$ cat config.mk
export PLATFORM = sky130hd
export DESIGN_NAME = imu6lp_datapath
export DESIGN_NICKNAME = d
export VERILOG_FILES = /design/src/hdl/imu6lp_pkg.sv /design/src/hdl/imu6lp_datapath.sv
export SDC_FILE = /design/constraint.sdc
export NUM_CORES = 2
export LEC_CHECK = 0
export BUFFER_PORTS_ARGS = -buffer_cell sky130_fd_sc_hd__buf_4
export CORE_MARGIN = 2
export CORE_UTILIZATION = 53
export DETAILED_ROUTE_END_ITERATION = 12
export PLACE_DENSITY = 0.71
export SKIP_CTS_REPAIR_TIMING = 1
export SLEW_MARGIN = 20
export SYNTH_ARGS = -nofsm -noshare
export SYNTH_HDL_FRONTEND = slang
export SYNTH_SLANG_ARGS = --single-unit
$ cat constraint.sdc
create_clock -name clk -period 26.9 [get_ports clk]
set_input_delay 1.345 -clock clk [delete_from_list [all_inputs] [get_ports clk]]
set_output_delay 1.345 -clock clk [all_outputs]
set_load 0.005 [all_outputs]
$ cat src/hdl/imu6lp_pkg.sv
// Shared types, constants, microcode ROM and saturation helpers for the IMU conditioning block.
`timescale 1ns / 1ps
package imu6lp_pkg;

  localparam int FRAC_BITS_DEF = 16;
  localparam int RAW_BITS_DEF  = 16;

  localparam int NUM_AXES   = 6;
  localparam int AXIS_W     = 3;
  localparam int STEP_W     = 4;
  localparam int CNT_W      = 16;
  localparam int OUT_W      = 32;
  localparam int MUL_W      = 33;
  localparam int PROD_W     = 2 * MUL_W;
  localparam int DELAY_W    = 40;
  localparam int P0S_W      = 34;
  localparam int CFG_IDX_W  = 3;
  localparam int CFG_DATA_W = 48;

  localparam logic [AXIS_W-1:0] NUM_ACCEL = AXIS_W'(3);
  localparam logic [AXIS_W-1:0] LAST_AXIS = AXIS_W'(NUM_AXES - 1);

  localparam logic [31:0] ACCEL_SCALE_RST = 32'd2568390;
  localparam logic [31:0] GYRO_SCALE_RST  = 32'd262078927;

  typedef enum logic [CFG_IDX_W-1:0] {
    REG_COEF_B0     = 3'd0,
    REG_COEF_A1     = 3'd1,
    REG_COEF_A2     = 3'd2,
    REG_ACCEL_SCALE = 3'd3,
    REG_GYRO_SCALE  = 3'd4,
    REG_MODE        = 3'd5,
    REG_GYRO_BIAS   = 3'd6,
    REG_ACCEL_GAIN  = 3'd7
  } cfg_reg_t;

  typedef struct packed {
    logic        [30:0] coef_b0;
    logic signed [31:0] coef_a1;
    logic signed [31:0] coef_a2;
    logic        [31:0] accel_scale;
    logic        [31:0] gyro_scale;
    logic        [1:0]  mode;
    logic        [47:0] gyro_bias;
    logic        [47:0] accel_gain;
  } cfg_t;

  localparam int MODE_FILT = 0;
  localparam int MODE_CAL  = 1;

  typedef enum logic [2:0] {
    A_CNT  = 3'd0,
    A_B0   = 3'd1,
    A_A1   = 3'd2,
    A_A2   = 3'd3,
    A_GAIN = 3'd4
  } a_sel_t;

  typedef enum logic {
    B_SCALE = 1'b0,
    B_V     = 1'b1
  } b_sel_t;

  typedef enum logic [3:0] {
    OP_NOP      = 4'd0,
    OP_LOAD_V   = 4'd1,
    OP_FILT_Y   = 4'd2,
    OP_FILT_F1  = 4'd3,
    OP_FILT_F2  = 4'd4,
    OP_CAL_GYRO = 4'd5,
    OP_CAL_ACC  = 4'd6,
    OP_STORE    = 4'd7,
    OP_PUBLISH  = 4'd8
  } dp_op_t;

  typedef enum logic [2:0] {
    J_NONE      = 3'd0,
    J_NO_FILT   = 3'd1,
    J_NO_CAL    = 3'd2,
    J_GYRO      = 3'd3,
    J_ALWAYS    = 3'd4,
    J_MORE_AXES = 3'd5
  } jmp_t;

  typedef struct packed {
    a_sel_t            a_sel;
    b_sel_t            b_sel;
    logic              mul_en;
    dp_op_t            op;
    jmp_t              jmp;
    logic [STEP_W-1:0] target;
  } ucode_t;

  typedef struct packed {
    ucode_t            uc;
    logic [AXIS_W-1:0] axis;
    logic              capture;
    logic              publish;
  } ctrl_t;

  localparam logic [STEP_W-1:0] ST_SCALE    = 4'd0;
  localparam logic [STEP_W-1:0] ST_LOAD     = 4'd1;
  localparam logic [STEP_W-1:0] ST_MUL_B0   = 4'd2;
  localparam logic [STEP_W-1:0] ST_FILT_Y   = 4'd3;
  localparam logic [STEP_W-1:0] ST_MUL_A1   = 4'd4;
  localparam logic [STEP_W-1:0] ST_FILT_F1  = 4'd5;
  localparam logic [STEP_W-1:0] ST_FILT_F2  = 4'd6;
  localparam logic [STEP_W-1:0] ST_CAL_CHK  = 4'd7;
  localparam logic [STEP_W-1:0] ST_MUL_GAIN = 4'd8;
  localparam logic [STEP_W-1:0] ST_CAL_ACC  = 4'd9;
  localparam logic [STEP_W-1:0] ST_CAL_GYRO = 4'd10;
  localparam logic [STEP_W-1:0] ST_STORE    = 4'd11;
  localparam logic [STEP_W-1:0] ST_PUBLISH  = 4'd12;

  localparam ucode_t UC_IDLE = '{A_CNT, B_SCALE, 1'b0, OP_NOP, J_NONE, ST_SCALE};

  // Per-axis program; a multiply issued in one step is consumed by the next.
  function automatic ucode_t ucode_rom(input logic [STEP_W-1:0] step);
    ucode_t r;
    r = UC_IDLE;
    case (step)
      ST_SCALE: begin
        r.a_sel = A_CNT; r.b_sel = B_SCALE; r.mul_en = 1'b1;
      end
      ST_LOAD: begin
        r.op = OP_LOAD_V; r.jmp = J_NO_FILT; r.target = ST_CAL_CHK;
      end
      ST_MUL_B0: begin
        r.a_sel = A_B0; r.b_sel = B_V; r.mul_en = 1'b1;
      end
      ST_FILT_Y: begin
        r.op = OP_FILT_Y;
      end
      ST_MUL_A1: begin
        r.a_sel = A_A1; r.b_sel = B_V; r.mul_en = 1'b1;
      end
      ST_FILT_F1: begin
        r.op = OP_FILT_F1; r.a_sel = A_A2; r.b_sel = B_V; r.mul_en = 1'b1;
      end
      ST_FILT_F2: begin
        r.op = OP_FILT_F2;
      end
      ST_CAL_CHK: begin
        r.jmp = J_NO_CAL; r.target = ST_STORE;
      end
      ST_MUL_GAIN: begin
        r.a_sel = A_GAIN; r.b_sel = B_V; r.mul_en = 1'b1;
        r.jmp = J_GYRO; r.target = ST_CAL_GYRO;
      end
      ST_CAL_ACC: begin
        r.op = OP_CAL_ACC; r.jmp = J_ALWAYS; r.target = ST_STORE;
      end
      ST_CAL_GYRO: begin
        r.op = OP_CAL_GYRO;
      end
      ST_STORE: begin
        r.op = OP_STORE; r.jmp = J_MORE_AXES; r.target = ST_SCALE;
      end
      ST_PUBLISH: begin
        r.op = OP_PUBLISH;
      end
      default: r = UC_IDLE;
    endcase
    return r;
  endfunction

  function automatic logic signed [31:0] sat32(input logic signed [PROD_W-1:0] x);
    logic [PROD_W-32:0] hi;
    logic signed [31:0] r;
    hi = x[PROD_W-1:31];
    if ((&hi) || !(|hi)) r = x[31:0];
    else if (x[PROD_W-1]) r = {1'b1, 31'b0};
    else r = {1'b0, {31{1'b1}}};
    return r;
  endfunction

  function automatic logic signed [DELAY_W-1:0] sat40(input logic signed [PROD_W-1:0] x);
    logic [PROD_W-DELAY_W:0] hi;
    logic signed [DELAY_W-1:0] r;
    hi = x[PROD_W-1:DELAY_W-1];
    if ((&hi) || !(|hi)) r = x[DELAY_W-1:0];
    else if (x[PROD_W-1]) r = {1'b1, {(DELAY_W-1){1'b0}}};
    else r = {1'b0, {(DELAY_W-1){1'b1}}};
    return r;
  endfunction

endpackage

$ cat src/hdl/imu6lp_datapath.sv
// Shared-multiplier datapath: scaling, biquad, calibration, filter state and result registers.
`timescale 1ns / 1ps
module imu6lp_datapath #(
  parameter int FRAC_BITS = imu6lp_pkg::FRAC_BITS_DEF,
  parameter int RAW_BITS  = imu6lp_pkg::RAW_BITS_DEF
) (
  input  logic                                                       clk,
  input  logic                                                       rst,
  input  imu6lp_pkg::cfg_t                                           cfg,
  input  imu6lp_pkg::ctrl_t                                          ctrl,
  input  logic [imu6lp_pkg::NUM_AXES-1:0][imu6lp_pkg::CNT_W-1:0]     counts,
  output logic [imu6lp_pkg::NUM_AXES-1:0][imu6lp_pkg::OUT_W-1:0]     res_out
);

  localparam int PW = imu6lp_pkg::PROD_W;
  localparam int DW = imu6lp_pkg::DELAY_W;
  localparam int SW = imu6lp_pkg::P0S_W;
  localparam int MW = imu6lp_pkg::MUL_W;
  localparam int AW = imu6lp_pkg::AXIS_W;
  localparam int CW = imu6lp_pkg::CNT_W;
  localparam int NA = imu6lp_pkg::NUM_AXES;

  logic        [CW-1:0] cnt [NA];
  logic signed [PW-1:0] prod;
  logic signed [31:0]   v;
  logic signed [SW-1:0] p0s;
  logic signed [DW-1:0] fd [NA];
  logic signed [DW-1:0] sd [NA];
  logic        [31:0]   res [NA];

  logic [AW-1:0]        axis;
  logic                 is_gyro;
  logic [AW-1:0]        lane_w;
  logic [1:0]           lane;
  logic [CW-1:0]        cnt_sel;
  logic [31:0]          scale;
  logic [15:0]          gain;
  logic [15:0]          bias;
  logic signed [MW-1:0] a_op;
  logic signed [MW-1:0] b_op;
  logic signed [PW-1:0] fd_ext;
  logic signed [PW-1:0] sd_ext;
  logic signed [PW-1:0] p0s_ext;
  logic signed [PW-1:0] v_ext;
  logic signed [PW-1:0] bias_ext;
  logic signed [PW-1:0] y_sum;
  logic signed [PW-1:0] f1_sum;
  logic signed [PW-1:0] f2_sum;
  logic signed [PW-1:0] gyro_sum;
  logic signed [PW-1:0] p0s_full;

  always_comb begin
    axis    = ctrl.axis;
    is_gyro = (axis >= imu6lp_pkg::NUM_ACCEL);
    lane_w  = axis - (is_gyro ? imu6lp_pkg::NUM_ACCEL : AW'(0));
    lane    = lane_w[1:0];
    cnt_sel = cnt[axis];
    scale   = is_gyro ? cfg.gyro_scale : cfg.accel_scale;
    case (lane)
      2'd0:    begin gain = cfg.accel_gain[15:0];  bias = cfg.gyro_bias[15:0];  end
      2'd1:    begin gain = cfg.accel_gain[31:16]; bias = cfg.gyro_bias[31:16]; end
      default: begin gain = cfg.accel_gain[47:32]; bias = cfg.gyro_bias[47:32]; end
    endcase

    case (ctrl.uc.a_sel)
      imu6lp_pkg::A_CNT:  a_op = {{(MW-RAW_BITS){cnt_sel[RAW_BITS-1]}}, cnt_sel[RAW_BITS-1:0]};
      imu6lp_pkg::A_B0:   a_op = {2'b00, cfg.coef_b0};
      imu6lp_pkg::A_A1:   a_op = {cfg.coef_a1[31], cfg.coef_a1};
      imu6lp_pkg::A_A2:   a_op = {cfg.coef_a2[31], cfg.coef_a2};
      imu6lp_pkg::A_GAIN: a_op = {{(MW-16){1'b0}}, gain};
      default:            a_op = '0;
    endcase
    case (ctrl.uc.b_sel)
      imu6lp_pkg::B_SCALE: b_op = {1'b0, scale};
      default:             b_op = {v[31], v};
    endcase

    fd_ext   = {{(PW-DW){fd[axis][DW-1]}}, fd[axis]};
    sd_ext   = {{(PW-DW){sd[axis][DW-1]}}, sd[axis]};
    p0s_ext  = {{(PW-SW){p0s[SW-1]}}, p0s};
    v_ext    = {{(PW-32){v[31]}}, v};
    bias_ext = {{(PW-16){bias[15]}}, bias};

    // p0s holds floor(b0*v / 2^29); one more shift gives the /2^30 term
    p0s_full = prod >>> 29;
    y_sum    = (prod >>> 30) + fd_ext;
    f1_sum   = p0s_ext - (prod >>> 30) + sd_ext;
    f2_sum   = (p0s_ext >>> 1) - (prod >>> 30);
    gyro_sum = v_ext - (bias_ext <<< (FRAC_BITS - 8));
  end

  always_ff @(posedge clk) begin
    if (rst) begin
      for (int i = 0; i < NA; i++) begin
        fd[i] <= '0;
        sd[i] <= '0;
      end
    end else begin
      case (ctrl.uc.op)
        imu6lp_pkg::OP_FILT_F1: fd[axis] <= imu6lp_pkg::sat40(f1_sum);
        imu6lp_pkg::OP_FILT_F2: sd[axis] <= imu6lp_pkg::sat40(f2_sum);
        default: ;
      endcase
    end
  end

  always_ff @(posedge clk) begin
    if (ctrl.capture) begin
      for (int i = 0; i < NA; i++) cnt[i] <= counts[i];
    end
    if (ctrl.uc.mul_en) prod <= a_op * b_op;
    case (ctrl.uc.op)
      imu6lp_pkg::OP_LOAD_V:   v <= imu6lp_pkg::sat32(prod >>> (32 - FRAC_BITS));
      imu6lp_pkg::OP_FILT_Y: begin
        p0s <= p0s_full[SW-1:0];
        v   <= imu6lp_pkg::sat32(y_sum);
      end
      imu6lp_pkg::OP_CAL_GYRO: v <= imu6lp_pkg::sat32(gyro_sum);
      imu6lp_pkg::OP_CAL_ACC:  v <= imu6lp_pkg::sat32(prod >>> 15);
      imu6lp_pkg::OP_STORE:    res[axis] <= v;
      default: ;
    endcase
    if (ctrl.publish) begin
      for (int i = 0; i < NA; i++) res_out[i] <= res[i];
    end
  end

endmodule

Yosys cells after proc, flatten, opt, wreduce, memory -nomap -nowiden --
Memory sizes are Yosys's and may differ from the RTL's. A register that Yosys moved wholly into a read port is not among the register bits. Cells that the tools add are included.
Storage, ports and cells: bits in registers 132, RAM bits 768, input bits 376, output and inout port bits 192, memories 4
Operators by class: add/sub/neg operators 6, multiply operators 1, magnitude comparators 1, eq/ne operators 12, multiplexer cells 40, reductions and logical operators 29
Memory list:
- fd | depth 6, bits a word 40, read ports 1, clocked after memory_dff 0, write ports 6, line imu6lp_datapath.sv:27 | logic signed [DW-1:0] fd [NA];
- sd | depth 6, bits a word 40, read ports 1, clocked after memory_dff 0, write ports 6, line imu6lp_datapath.sv:28 | logic signed [DW-1:0] sd [NA];
- res | depth 6, bits a word 32, read ports 6, clocked after memory_dff 6, write ports 1, line imu6lp_datapath.sv:29 | logic [31:0] res [NA];
- cnt | depth 6, bits a word 16, read ports 1, clocked after memory_dff 0, write ports 6, line imu6lp_datapath.sv:23 | logic [CW-1:0] cnt [NA];
Operators with widths (number):
- $mux 40 | 10
- $mux 32 | 8
- $pmux 33 s5 | 1
- $pmux 32 s4 | 1
- $reduce_or 40->1 | 2
- $reduce_and 35->1 | 2
- $reduce_or 35->1 | 2
- $mul 33x33->66 | 1
- $pmux 16 s2 | 2
- $reduce_and 27->1 | 2
- $reduce_or 27->1 | 2
- $add 36x40->41 | 1
- $add 37x40->41 | 1
- $sub 33x36->37 | 1
- $sub 34x36->37 | 1
- $mux 33 | 1
- $sub 32x24->33 | 1
- $reduce_and 20->1 | 1
- $reduce_or 20->1 | 1
- $reduce_and 19->1 | 1
- $reduce_or 19->1 | 1
- $eq 4x3->1 const B | 4
- $mux 1 | 14
- $eq 4x2->1 const B | 2
- other kinds (14) | 26

Logic depth before layout (Yosys ltp) --
depth in word-level cells 11, gate-level depth with buffers 43, gate-level depth less buffers 38

Least setup slack after synthesis --
OpenSTA, ideal clock, no wires.
kind input to register, start input port ctrl[3] (netlist name), end register prod[58] (data pin), setup time 266 ps, arrival time 10938 ps, path slack 15696 ps, stages 40, buffers on the path 5, cell sequence buf_4 a21oi_2 clkbuf_1 inv_1 ha_1 clkbuf_1 buf_1 mux2i_1 nor2_1 a21oi_1 nor2_1 a21oi_1 clkbuf_1 nor2_1 fa_1 inv_1 fa_1 inv_1 (+4 left out) fa_1 fa_1 fa_1 inv_1 fa_1 inv_1 ha_1 a21oi_1 o21bai_1 a21oi_1 o21ai_0 a221oi_1 o41ai_1 nor2_1 o21ai_0 a211oi_1 o21ai_0 xor2_1
On the way: longest elaborated chain between the ends 7, elaborated cells between the ends (all ways) 11, classes of those cells add/sub: 1; mul: 1; order compare: 1; eq/ne: 1; mux: 5; reduce/logical: 1; memory: 1
RTL lines:
- start: declaration | line imu6lp_datapath.sv:10 | input imu6lp_pkg::ctrl_t ctrl,
- $ge 3x2->1 | line imu6lp_datapath.sv:54 | is_gyro = (axis >= imu6lp_pkg::NUM_ACCEL);
- $mux 2 | line imu6lp_datapath.sv:55 | lane_w = axis - (is_gyro ? imu6lp_pkg::NUM_ACCEL : AW'(0));
- $sub 2x2->2 | line imu6lp_datapath.sv:55
- $eq 2x1->1 or $logic_not 2->1 (tied branches) | line imu6lp_datapath.sv:59 | case (lane)
- $pmux 16 s2 | line imu6lp_datapath.sv:59
- $pmux 33 s5 | line imu6lp_datapath.sv:65 | case (ctrl.uc.a_sel)
- $mul 33x33->66 * | line imu6lp_datapath.sv:111 | if (ctrl.uc.mul_en) prod <= a_op * b_op;
- end signal: assignment | line imu6lp_datapath.sv:111
- end: declaration | line imu6lp_datapath.sv:24 | logic signed [PW-1:0] prod;
Mark *: on every way between the ends. The rest lies on a longest branch, timed or not. A chain may end at the register's enable or synchronous reset.

Worst setup path in the final report --
start input port ctrl[4] (netlist name), end register prod[62] (data pin)
The elaborated chain is that of the path after synthesis.

==> flow_summary.ini <==
[global_routing]
antenna_found_initial = 14
grt_pass1_vias = 68100
grt_usage = 0.326
grt_overflow_total = 0
grt_max_degree = 98
grt_pass1_wl_mm = 428

[clocking]
clkLatencyLatePin_ps = 800
h-tree-depth = 3
clockBufferDepth = 3
clkTransAtPathRegs_ps = 60
cts_tree = yes
cts_root_buf = clkbuf_16
numCtsBuffers = 116
cts_sinks = 1213

[floorplan]
dieWidth_um = 422
dieArea_sq_um = 178000
initial_utilization = 0.533
rows = 153
coreArea_sq_um = 174000
die_h_um = 422
ios = 568

[timing]
period_share = 0.520
rsz0062_at_grt = no
finalHoldViolCount = 0
drv_slew = 0
fin_crit_ps = 13990
worst_pin_slew_ps = 1350
whs_ps = 380
fin_tns_setup_ps = 0
relSlewSlack = 0.0953
fmax_mhz = 71.5
fin_skew_ps = 73.5
setup_violations = 0

[placed_design]
io_buffers = 558
gp_congestion = 0.989
hpwl_mm = 215

[logic_synthesis]
synthMuxAreaShare = 0.0357
async_reset_ff_frac = 0
synth_warnings = 0
synth_top_family_by_area = adder cells
syn_nets = 10300
synth_top_flop_cell = edfxtp_1
ys_types = 89
yosys.area_share.simple = 0.105
synth.cell_area_sq_um = 92600
synth.top_cell.area_share = 0.393
synth.area.top_cells = edfxtp_1, fa_1, inv_1, ha_1, nor2_1
netlist_instances = 8386
synth_compound_area_frac = 0.0801
ys_ff_latch = 1213
synth_seq_area_share = 0.393
synth_edf_count = 1213
synth_top_cell_by_area = edfxtp_1
post_synth_xor_area_fraction = 0.0168
synth_fa_ha_area_frac = 0.299
syn_avg_cell_area_sq_um = 11.0

[setup_path]
cpMostUsedCell = fa_1
cp.required_ps = 27430
slowest_stage = o22a_1
cp_max_fo = 48
r2r_cells = 34
path_class = in2reg
worstPathArrival_ps = 14520
slowest_delay_ps = 1010
end_kind = flop
start_kind = input port
r2r_slack_ps = 14650

[routing]
num_vias = 67000
met2_length_mm = 128
wl_per_cell_um = 25.7
met1_length_mm = 106
routed.top_layer = met5
wl_met3_mm = 33.3
wl_mm = 290
via_per_inst = 5.93
drtPass1Iterations = 7
ant_nets = 0
drt_iter0_drc = 7650
drc = 0

[cells_and_area]
layout_commonest_cell = inv_1
final_nets = 10700
layout-drive-gt1-share = 0.128
final_cell_mix = inv_1, edfxtp_1, fa_1
areaGrowthSynthToFinish_pct = 12.1

[flow_run]
maxCapViolations = 0

[worst_hold_path]
hold_class = reg2reg
hold_depth = 0

[outcome]
status = complete, no violations
==> cell usage after synthesis (8+ instances only) <==
cell type / n
nand2_1: 913
o211ai_1: 10
ha_1: 353
buf_1: 57
a21o_1: 106
a31oi_1: 32
edfxtp_1: 1213
nand4_1: 40
xor2_1: 55
o22ai_1: 12
and3_1: 21
mux2_2: 35
o21a_1: 59
nand3_1: 81
o21ai_1: 42
a22oi_1: 106
clkbuf_1: 336
a22o_1: 14
a41oi_1: 10
nor4_1: 10
fa_1: 1161
or4_1: 8
a221o_1: 14
nor3_1: 50
a221oi_1: 42
mux4_2: 81
a211oi_1: 19
mux2i_1: 109
and2_1: 28
nor2_1: 1115
nor2b_1: 33
nand2b_1: 29
xnor2_1: 121
buf_2: 11
or3_1: 16
a21oi_1: 347
inv_1: 1328
o21bai_1: 34
o21ai_0: 203
==> sequential cells by signal, summed over array words and instances, names as in the netlist <==
register / flops
cnt: 96
fd: 320
res_out: 192
v: 32
p0s: 34
prod: 51
sd: 296
res: 192
==> worst max-delay path: cells and delay by family <==
family	cells	cell delay, ps
AOI/OAI and AO/OA	13	5110
adders and majority gates	9	4350
buffers and inverters	9	2410
and+or+nand+nor	4	1020
xor gates and xnor gates	1	190
==> kinds of logic after synthesis <==
kind of cell,count (synthesis)
AOI/OAI and AO/OA,1148
DFF,1213
muxes,225
buffers and inverters,1737
adders and majority gates,1514
and+or+nand+nor,2372
xor gates and xnor gates,177
==> layer usage <==
layer	vias to the layer above	track usage
met3	856	0.0779
met2	4019	0.491
met5	-	0
met1	33500	0.424
met4	10	0.213
li1	28500	-
==> final cells by class <==
class                      instances  area (sq um)
timing repair buffer             743          5610
tap                             2325          2910
multi-input combinational       5436         50000
clock inverter                    82           724
antenna                           28          70.1
sequential                      1213         36400
fill                           14000         69900
inverter                        1331          5000
clock buffer                     134          2990
==> per-stage QoR <==
step	instances	cell area, sq um	utilization	worst slack [ps]
3_3_place_gp	11000	99900	0.576	12620
4_1_cts	11300	104000	0.597	13350
3_5_place_dp	11000	100000	0.576	12540
2_1_floorplan	8386	92600	-	15700
6_report	11300	104000	0.598	12910
5_1_grt	11300	104000	0.598	12660
==> worst paths after layout <==
kind / startpoint / to
worst min-delay path: res[2][31] / res_out[95]
worst max register to register: cnt[3][15] / prod[62]
worst max-delay path: ctrl[4] / prod[62]
worst min register to register: res[2][31] / res_out[95]
Power is not shown: default switching activity piles up to over one toggle a cycle in this logic, so the estimate is an artifact.
